==> config.mk <==
export PLATFORM = sky130hd
export DESIGN_NAME = quadrature_bounded_counter_flat
export DESIGN_NICKNAME = d
export VERILOG_FILES = /design/src/rtl/qbc_pkg.sv /design/src/rtl/qbc_if.sv /design/src/rtl/qbc_cfg_regs.sv /design/src/rtl/qbc_step.sv /design/src/rtl/quadrature_bounded_counter.sv /design/src/flat_wrapper.sv
export SDC_FILE = /design/constraint.sdc
export NUM_CORES = 1
export LEC_CHECK = 0
export ABC_CLOCK_PERIOD_IN_PS = 8100
export BUFFER_PORTS_ARGS = -buffer_cell sky130_fd_sc_hd__buf_2
export CORE_MARGIN = 8
export CORE_UTILIZATION = 35
export DETAILED_ROUTE_END_ITERATION = 8
export PLACE_DENSITY = 0.5
export SYNTH_ARGS = -nofsm -noshare
export SYNTH_HDL_FRONTEND = slang
export SYNTH_SLANG_ARGS = --single-unit
==> constraint.sdc <==
create_clock -name i_clk -period 8.1 [get_ports i_clk]
set_input_delay 1.62 -clock i_clk [delete_from_list [all_inputs] [get_ports i_clk]]
set_output_delay 1.62 -clock i_clk [all_outputs]
set_load 0.005 [all_outputs]
==> src/rtl/qbc_pkg.sv <==
`timescale 1ns / 1ps
// Package for the quadrature bounded counter: widths, register indexes,
// direction codes and the shared configuration and state structs. No dependencies.
package qbc_pkg;

    localparam int COUNT_WIDTH = 16;
    localparam int STEP_WIDTH  = COUNT_WIDTH - 1;
    localparam int CFG_IDX_WIDTH = 2;

    typedef enum logic [CFG_IDX_WIDTH-1:0] {
        CFG_COUNT_MIN = 2'd0,
        CFG_COUNT_MAX = 2'd1,
        CFG_STEP_SIZE = 2'd2,
        CFG_ROLL_OVER = 2'd3
    } t_cfg_idx;

    localparam logic signed [1:0] DIR_NONE = 2'sb00;
    localparam logic signed [1:0] DIR_UP   = 2'sb01;
    localparam logic signed [1:0] DIR_DOWN = 2'sb11;

    localparam logic signed [COUNT_WIDTH-1:0] COUNT_MIN_RESET = COUNT_WIDTH'(0);
    localparam logic signed [COUNT_WIDTH-1:0] COUNT_MAX_RESET = COUNT_WIDTH'(100);
    localparam logic [STEP_WIDTH-1:0]         STEP_SIZE_RESET = STEP_WIDTH'(1);

    typedef struct packed {
        logic signed [COUNT_WIDTH-1:0] count_min;
        logic signed [COUNT_WIDTH-1:0] count_max;
        logic [STEP_WIDTH-1:0]         step_size;
        logic                          roll_over;
    } t_cfg;

    typedef struct packed {
        logic signed [COUNT_WIDTH-1:0] count;
        logic                          prev_both;
        logic                          armed;
        logic signed [1:0]             last_direction;
    } t_state;

endpackage

==> src/rtl/qbc_if.sv <==
`timescale 1ns / 1ps
// Valid/ready channel interfaces for encoder items, results and register writes.
// Depends on qbc_pkg.
interface qbc_in_if import qbc_pkg::*; ();
    logic                          valid;
    logic                          ready;
    logic                          cmd;
    logic                          a_active;
    logic                          b_active;
    logic signed [COUNT_WIDTH-1:0] load_value;

    modport source (output valid, cmd, a_active, b_active, load_value, input ready);
    modport sink   (input valid, cmd, a_active, b_active, load_value, output ready);
endinterface

interface qbc_out_if import qbc_pkg::*; ();
    logic                          valid;
    logic                          ready;
    logic signed [COUNT_WIDTH-1:0] count_value;
    logic signed [1:0]             turn_direction;

    modport source (output valid, count_value, turn_direction, input ready);
    modport sink   (input valid, count_value, turn_direction, output ready);
endinterface

interface qbc_cfg_if import qbc_pkg::*; ();
    logic                          valid;
    logic                          ready;
    logic [CFG_IDX_WIDTH-1:0]      index;
    logic [COUNT_WIDTH-1:0]        data;

    modport source (output valid, index, data, input ready);
    modport sink   (input valid, index, data, output ready);
endinterface

==> src/rtl/qbc_cfg_regs.sv <==
`timescale 1ns / 1ps
// Configuration register file: limits, step size and roll-over mode.
// Depends on qbc_pkg and qbc_if.
module qbc_cfg_regs import qbc_pkg::*; (
    input  logic       i_clk,
    input  logic       i_rst_n,
    qbc_cfg_if.sink    i_cfg,
    output t_cfg       o_cfg
);

    t_cfg r_cfg;

    assign i_cfg.ready = 1'b1;
    assign o_cfg       = r_cfg;

    always_ff @(posedge i_clk) begin
        if (!i_rst_n) begin
            r_cfg.count_min <= COUNT_MIN_RESET;
            r_cfg.count_max <= COUNT_MAX_RESET;
            r_cfg.step_size <= STEP_SIZE_RESET;
            r_cfg.roll_over <= 1'b0;
        end else if (i_cfg.valid) begin
            unique case (t_cfg_idx'(i_cfg.index))
                CFG_COUNT_MIN: r_cfg.count_min <= $signed(i_cfg.data);
                CFG_COUNT_MAX: r_cfg.count_max <= $signed(i_cfg.data);
                CFG_STEP_SIZE: r_cfg.step_size <= i_cfg.data[STEP_WIDTH-1:0];
                CFG_ROLL_OVER: r_cfg.roll_over <= i_cfg.data[0];
                default:       r_cfg.roll_over <= r_cfg.roll_over;
            endcase
        end
    end

endmodule

==> src/rtl/qbc_step.sv <==
`timescale 1ns / 1ps
// Next-state logic for one item: a load of the count, or arming, up step, then down step with limits.
// Depends on qbc_pkg.
module qbc_step import qbc_pkg::*; (
    input  t_cfg                          i_cfg,
    input  t_state                        i_state,
    input  logic                          i_cmd,
    input  logic                          i_a_active,
    input  logic                          i_b_active,
    input  logic signed [COUNT_WIDTH-1:0] i_load_value,
    output t_state                        o_state
);

    logic                          both;
    logic                          changed;
    logic                          armed_now;
    logic                          step_up;
    logic                          step_dn;
    logic signed [1:0]             dir_mid;
    logic signed [1:0]             dir_up;
    logic signed [COUNT_WIDTH:0]   min_e;
    logic signed [COUNT_WIDTH:0]   max_e;
    logic signed [COUNT_WIDTH:0]   step_e;
    logic signed [COUNT_WIDTH:0]   sum_up;
    logic signed [COUNT_WIDTH:0]   diff_dn;
    logic signed [COUNT_WIDTH-1:0] count_up;
    logic signed [COUNT_WIDTH:0]   count_up_e;

    // Work one bit wider than the count so the compares cannot overflow.
    assign min_e  = {i_cfg.count_min[COUNT_WIDTH-1], i_cfg.count_min};
    assign max_e  = {i_cfg.count_max[COUNT_WIDTH-1], i_cfg.count_max};
    assign step_e = $signed({2'b00, i_cfg.step_size});

    assign both      = i_a_active & i_b_active;
    assign changed   = both != i_state.prev_both;
    assign armed_now = i_state.armed | (changed & both);
    assign dir_mid   = changed ? i_state.last_direction : DIR_NONE;
    assign step_up   = armed_now & ~i_a_active;
    assign step_dn   = armed_now & ~i_b_active;

    always_comb begin
        sum_up   = {i_state.count[COUNT_WIDTH-1], i_state.count} + step_e;
        count_up = i_state.count;
        dir_up   = dir_mid;
        if (step_up) begin
            if (sum_up < max_e) begin
                count_up = sum_up[COUNT_WIDTH-1:0];
                dir_up   = DIR_UP;
            end else begin
                count_up = i_cfg.roll_over ? i_cfg.count_min : i_cfg.count_max;
            end
        end
        count_up_e = {count_up[COUNT_WIDTH-1], count_up};
        diff_dn    = count_up_e - step_e;

        o_state = i_state;
        if (i_cmd) begin
            o_state.count = i_load_value;
        end else begin
            o_state.prev_both      = changed ? both : i_state.prev_both;
            o_state.armed          = armed_now & ~(step_up | step_dn);
            o_state.count          = count_up;
            o_state.last_direction = dir_up;
            if (step_dn) begin
                if (diff_dn > min_e) begin
                    o_state.count          = diff_dn[COUNT_WIDTH-1:0];
                    o_state.last_direction = DIR_DOWN;
                end else begin
                    o_state.count = i_cfg.roll_over ? i_cfg.count_max : i_cfg.count_min;
                end
            end
        end
    end

endmodule

==> src/rtl/quadrature_bounded_counter.sv <==
`timescale 1ns / 1ps
// Top level of the quadrature bounded counter: input register, step logic,
// result register. Depends on qbc_pkg, qbc_if, qbc_cfg_regs and qbc_step.
//
// Each item on i_in is either a sample of the inverted encoder levels (cmd 0)
// or a load of the count (cmd 1), and produces exactly one result on o_out
// with the count after that item and the turn direction (+1, -1 or 0). The
// block takes one item per cycle unless o_out stalls, and passes each item
// on to o_out through its registers: the item lands in an input register, the
// step logic reads it together with the counter state, and the result
// register holds the outcome. While a result waits to be taken, the input
// register still takes one more item, after which the input stalls. Register
// writes on i_cfg are always ready and take effect on the next cycle; write
// them only while no item is in flight.
module quadrature_bounded_counter import qbc_pkg::*; (
    input  logic      i_clk,
    input  logic      i_rst_n,
    qbc_in_if.sink    i_in,
    qbc_out_if.source o_out,
    qbc_cfg_if.sink   i_cfg
);

    t_cfg   cfg;
    t_state r_state;
    t_state n_state;

    // Input register
    logic                          r_in_valid;
    logic                          r_cmd;
    logic                          r_a_active;
    logic                          r_b_active;
    logic signed [COUNT_WIDTH-1:0] r_load_value;

    // Result register
    logic                          r_out_valid;
    logic signed [COUNT_WIDTH-1:0] r_count_value;
    logic signed [1:0]             r_turn_direction;

    logic advance;

    // Move the input item forward whenever the result slot is free or drains.
    assign advance    = ~r_out_valid | o_out.ready;
    assign i_in.ready = ~r_in_valid | advance;

    assign o_out.valid          = r_out_valid;
    assign o_out.count_value    = r_count_value;
    assign o_out.turn_direction = r_turn_direction;

    qbc_cfg_regs u_cfg_regs (
        .i_clk   (i_clk),
        .i_rst_n (i_rst_n),
        .i_cfg   (i_cfg),
        .o_cfg   (cfg)
    );

    qbc_step u_step (
        .i_cfg        (cfg),
        .i_state      (r_state),
        .i_cmd        (r_cmd),
        .i_a_active   (r_a_active),
        .i_b_active   (r_b_active),
        .i_load_value (r_load_value),
        .o_state      (n_state)
    );

    always_ff @(posedge i_clk) begin
        if (!i_rst_n) begin
            r_in_valid             <= 1'b0;
            r_out_valid            <= 1'b0;
            r_state.count          <= '0;
            r_state.prev_both      <= 1'b0;
            r_state.armed          <= 1'b0;
            r_state.last_direction <= DIR_NONE;
        end else begin
            if (i_in.ready) begin
                r_in_valid <= i_in.valid;
            end
            if (advance) begin
                r_out_valid <= r_in_valid;
                // Commit the counter state only when a real item passes.
                if (r_in_valid) begin
                    r_state <= n_state;
                end
            end
        end
    end

    // Payload registers: no reset needed.
    always_ff @(posedge i_clk) begin
        if (i_in.valid && i_in.ready) begin
            r_cmd        <= i_in.cmd;
            r_a_active   <= i_in.a_active;
            r_b_active   <= i_in.b_active;
            r_load_value <= i_in.load_value;
        end
        if (advance && r_in_valid) begin
            r_count_value    <= n_state.count;
            r_turn_direction <= n_state.last_direction;
        end
    end

endmodule

==> src/flat_wrapper.sv <==
// flat-port wrapper written by rule: the top's interface ports become plain ports
module quadrature_bounded_counter_flat import qbc_pkg::*;
  (i_clk, i_rst_n, i_in_valid, i_in_cmd, i_in_a_active, i_in_b_active, i_in_load_value, i_in_ready, o_out_valid, o_out_count_value, o_out_turn_direction, o_out_ready, i_cfg_valid, i_cfg_index, i_cfg_data, i_cfg_ready);
  qbc_in_if i_in_i ();
  qbc_out_if o_out_i ();
  qbc_cfg_if i_cfg_i ();
  input  logic i_clk;
  input  logic i_rst_n;
  input wire logic [$bits(i_in_i.valid)-1:0] i_in_valid;
  input wire logic [$bits(i_in_i.cmd)-1:0] i_in_cmd;
  input wire logic [$bits(i_in_i.a_active)-1:0] i_in_a_active;
  input wire logic [$bits(i_in_i.b_active)-1:0] i_in_b_active;
  input wire logic [$bits(i_in_i.load_value)-1:0] i_in_load_value;
  output wire logic [$bits(i_in_i.ready)-1:0] i_in_ready;
  output wire logic [$bits(o_out_i.valid)-1:0] o_out_valid;
  output wire logic [$bits(o_out_i.count_value)-1:0] o_out_count_value;
  output wire logic [$bits(o_out_i.turn_direction)-1:0] o_out_turn_direction;
  input wire logic [$bits(o_out_i.ready)-1:0] o_out_ready;
  input wire logic [$bits(i_cfg_i.valid)-1:0] i_cfg_valid;
  input wire logic [$bits(i_cfg_i.index)-1:0] i_cfg_index;
  input wire logic [$bits(i_cfg_i.data)-1:0] i_cfg_data;
  output wire logic [$bits(i_cfg_i.ready)-1:0] i_cfg_ready;
  assign i_in_i.valid = i_in_valid;
  assign i_in_i.cmd = i_in_cmd;
  assign i_in_i.a_active = i_in_a_active;
  assign i_in_i.b_active = i_in_b_active;
  assign i_in_i.load_value = i_in_load_value;
  assign i_in_ready = i_in_i.ready;
  assign o_out_valid = o_out_i.valid;
  assign o_out_count_value = o_out_i.count_value;
  assign o_out_turn_direction = o_out_i.turn_direction;
  assign o_out_i.ready = o_out_ready;
  assign i_cfg_i.valid = i_cfg_valid;
  assign i_cfg_i.index = i_cfg_index;
  assign i_cfg_i.data = i_cfg_data;
  assign i_cfg_ready = i_cfg_i.ready;
  quadrature_bounded_counter u_core (.i_clk(i_clk), .i_rst_n(i_rst_n), .i_in(i_in_i), .o_out(o_out_i), .i_cfg(i_cfg_i));
endmodule
==> impl_metrics.tcl <==
set metrics [dict create \
    row_count 53 \
    viasPerCell 5.19 \
    postSynthCellCount 906 \
    post_drt_wl_per_cell_um 17.9 \
    end_kind "register" \
    track_usage_pct 17.1 \
    dpl.hpwl_um 17300 \
    die_x_um 162 \
    layout-drive-gt1-share_pct 17.8 \
    critPathBufInv 7 \
    synth.area.top_cells "dfxtp_1 19%, edfxtp_1 15%, ha_1 11%" \
    arrival_ps 7860 \
    synth-main-ff-cell "dfxtp_1" \
    ys_seq_area_share_pct 33.9 \
    io_buffers 61 \
    hold_viol_final 0 \
    grt_start_max_net_pins 72 \
    synth_cell_types 70 \
    grt_pass1_vias 6014 \
    async_flop_share_pct 0 \
    slew_violations 0 \
    synth_top_cells_by_count "190 x nand2_1, 70 x dfxtp_1, 70 x inv_1" \
    die_y_um 162 \
    vias 6559 \
    routed_wl_um 22700 \
    die-area_sq_mm 0.0261 \
    status "finished, final reports clean" \
    slew_headroom_pct 25.1 \
    max-cap-violations 0 \
    numClockSinks 107 \
    antenna_found_initial 0 \
    fin_cells 1264 \
    timing.fmax_mhz 129 \
    synth-xor-area-share_pct 2.12 \
    netlist_area_sq_mm 0.00742 \
    cpLargestDelayFamily "compound AO/OA/AOI/OAI gates" \
    place_ws_ps -41.0 \
    cts_hold_buf 0 \
    drtIter0Drc 508 \
    setup-tns-final_ps 0 \
    powerDensity_mw_per_mm2 208 \
    dp.cells 1231 \
    yosys.area_share.simple_pct 18.0 \
    clock-root-buffer "clkbuf_16" \
    synthMuxAreaShare_pct 4.32 \
    worst-setup-path-type "register to register" \
    p_total_w 0.00182 \
    diodes 0 \
    clk_latency_ps 360 \
    worst_slew_pin_slew_ps 1120 \
    synth_fa_ha_area_share_pct 11.3 \
    synth_top_area_cell "dfxtp_1" \
    drc 0 \
    htree_levels 3 \
    path_clk_slew_ps 70 \
    hold_path_class "register to register" \
    cts_tree "built" \
    core_area_sq_mm 0.0209 \
    synth_top_family_by_area "compound AO/OA/AOI/OAI gates" \
    vdd_ir_drop_max_v 0.000146 \
    area_delta_synth_final_pct 17.8 \
    clock_skew_ps 9.45 \
    synth.net_count 1014 \
    critPathLaunchType "register" \
    cp_max_fo 13 \
    setup_viol 0 \
    fin_crit_ps 7740 \
    ys_ff_latch 107 \
    final.period_utilization_pct 95.6 \
    finalWeightedCongestion 0.913 \
    grt_pass1_wl_um 35200 \
    cpMaxStageDelayCell "fa_2" \
    cts_buffer_depth 2 \
    grt_overflow 0 \
    first_pass_iters 5 \
    cts_made_buffers 9 \
    fin_ws_ps 359 \
    critPathMaxStageDelay_ps 390 \
    postRouteAntennaNets 0 \
    yosysMostFrequentCell "nand2_1" \
    yosys_warnings 0 \
    required_ps 8220 \
    synth.avg_cell_area_sq_um 8.19 \
    leakagePower_nw 3.53 \
    synth_enable_flop_cells 37 \
    synth_top_area_share_pct 18.9 \
    synth_compound_area_share_pct 24.2 \
    start_util_pct 35.5 \
    nNetsFinal 1092 \
    ios 63 \
]
-- metrics by stage --
stage          instance area (sq um)  utilization [%]  hold WS [ps]
2_1_floorplan                   7420                -           437
3_3_place_gp                    8140             39.0           466
3_5_place_dp                    8140             39.0           469
4_1_cts                         8500             40.7           484
5_1_grt                         8740             41.8           515
6_report                        8740             41.8           474
-- cell type report --
type	instances	area, sq um
repair buffers	110	731
inverters	70	263
clock buffers	13	272
flip-flops and latches	107	2520
fillers	2161	12100
multi-input cells	686	4590
clock inverters	3	20.0
well taps	275	344
-- what timing repair did --
| action | 4_1_cts | 5_1_grt |
|---|---|---|
| resized for setup | 2 | 36 |
| setup endpoints to repair | 15 | 36 |
| cloned | 1 | 1 |
| setup buffers | 3 | 12 |
| pin swaps | 7 | 21 |
-- state kept, by name, indices dropped and copies added, names as in the netlist --
signal,cells
u_core.u_cfg_regs.o_cfg,48
u_core.r_load_value,16
u_core.r_state,20
u_core.o_out.turn_direction,2
u_core.r_in_valid,1
u_core.r_a_active,1
u_core.r_b_active,1
u_core.r_cmd,1
u_core.o_out.valid,1
u_core.o_out.count_value,16
-- path summary, 6_finish.rpt --
| check | from | to | slack, ps | cells past startpoint |
|---|---|---|---|---|
| max | u_core.r_state[4]$_SDFFE_PN0P_ | u_core.o_out.count_value[15]$_DFFE_PP_ | 360 | 39 |
| min | u_core.u_cfg_regs.o_cfg[33]$_SDFFE_PN0P_ | u_core.u_cfg_regs.o_cfg[33]$_SDFFE_PN0P_ | 470 | 2 |
| max reg2reg | u_core.r_state[4]$_SDFFE_PN0P_ | u_core.o_out.count_value[15]$_DFFE_PP_ | 360 | 39 |
| min reg2reg | u_core.u_cfg_regs.o_cfg[33]$_SDFFE_PN0P_ | u_core.u_cfg_regs.o_cfg[33]$_SDFFE_PN0P_ | 470 | 2 |
-- metal layers --
metal / up-vias / wire (um) / GRT usage, %
li1: 3341 / - / -
met1: 3034 / 11800 / 26.0
met2: 169 / 9280 / 24.3
met3: 15 / 1310 / 3.05
met4: 0 / 242 / 4.38
met5: - / 0 / 0
-- cell usage in the layout (no fill, tap or decap), types with 6 or more instances in the layout --
cell type / netlist / routed
nor3_1: 12 / 12
a21oi_1: 47 / 46
buf_2: 2 / 61
o2bb2ai_1: 9 / 9
edfxtp_1: 37 / 37
a21boi_0: 45 / 44
xor2_1: 7 / 7
xnor2_1: 11 / 10
mux2i_1: 28 / 27
ha_1: 64 / 58
a21o_1: 14 / 14
dfxtp_1: 70 / 67
buf_4: 2 / 44
inv_1: 70 / 69
o21ai_1: 2 / 6
o211ai_1: 17 / 17
nand3_1: 15 / 14
a31oi_1: 7 / 7
nand2_1: 190 / 190
nor2_1: 47 / 45
clkbuf_16: 0 / 11
o21a_1: 11 / 11
nor2b_1: 9 / 8
o21ai_0: 54 / 47
nand2b_1: 9 / 9
-- power breakdown --
part	total (W)	switching [W]	internal, W
Clock	0.000442	0.000205	0.000237
Sequential	0.000609	0.0000230	0.000586
Combinational	0.000769	0.000405	0.000364
-- logic make-up after synthesis --
logic type	count (synthesis)
mux	31
flops	107
xor+xnor	18
fa+ha+maj	66
compound gates	259
simple gates	311
other cells	1
buf+inv	113
-- tightest hold or removal path, stage by stage, from the launching register on --
cell,delay (ps)
dfxtp_1,320
nand2_1,50
a21boi_0,60
No activity file was read; power rests on OpenSTA's default activity.
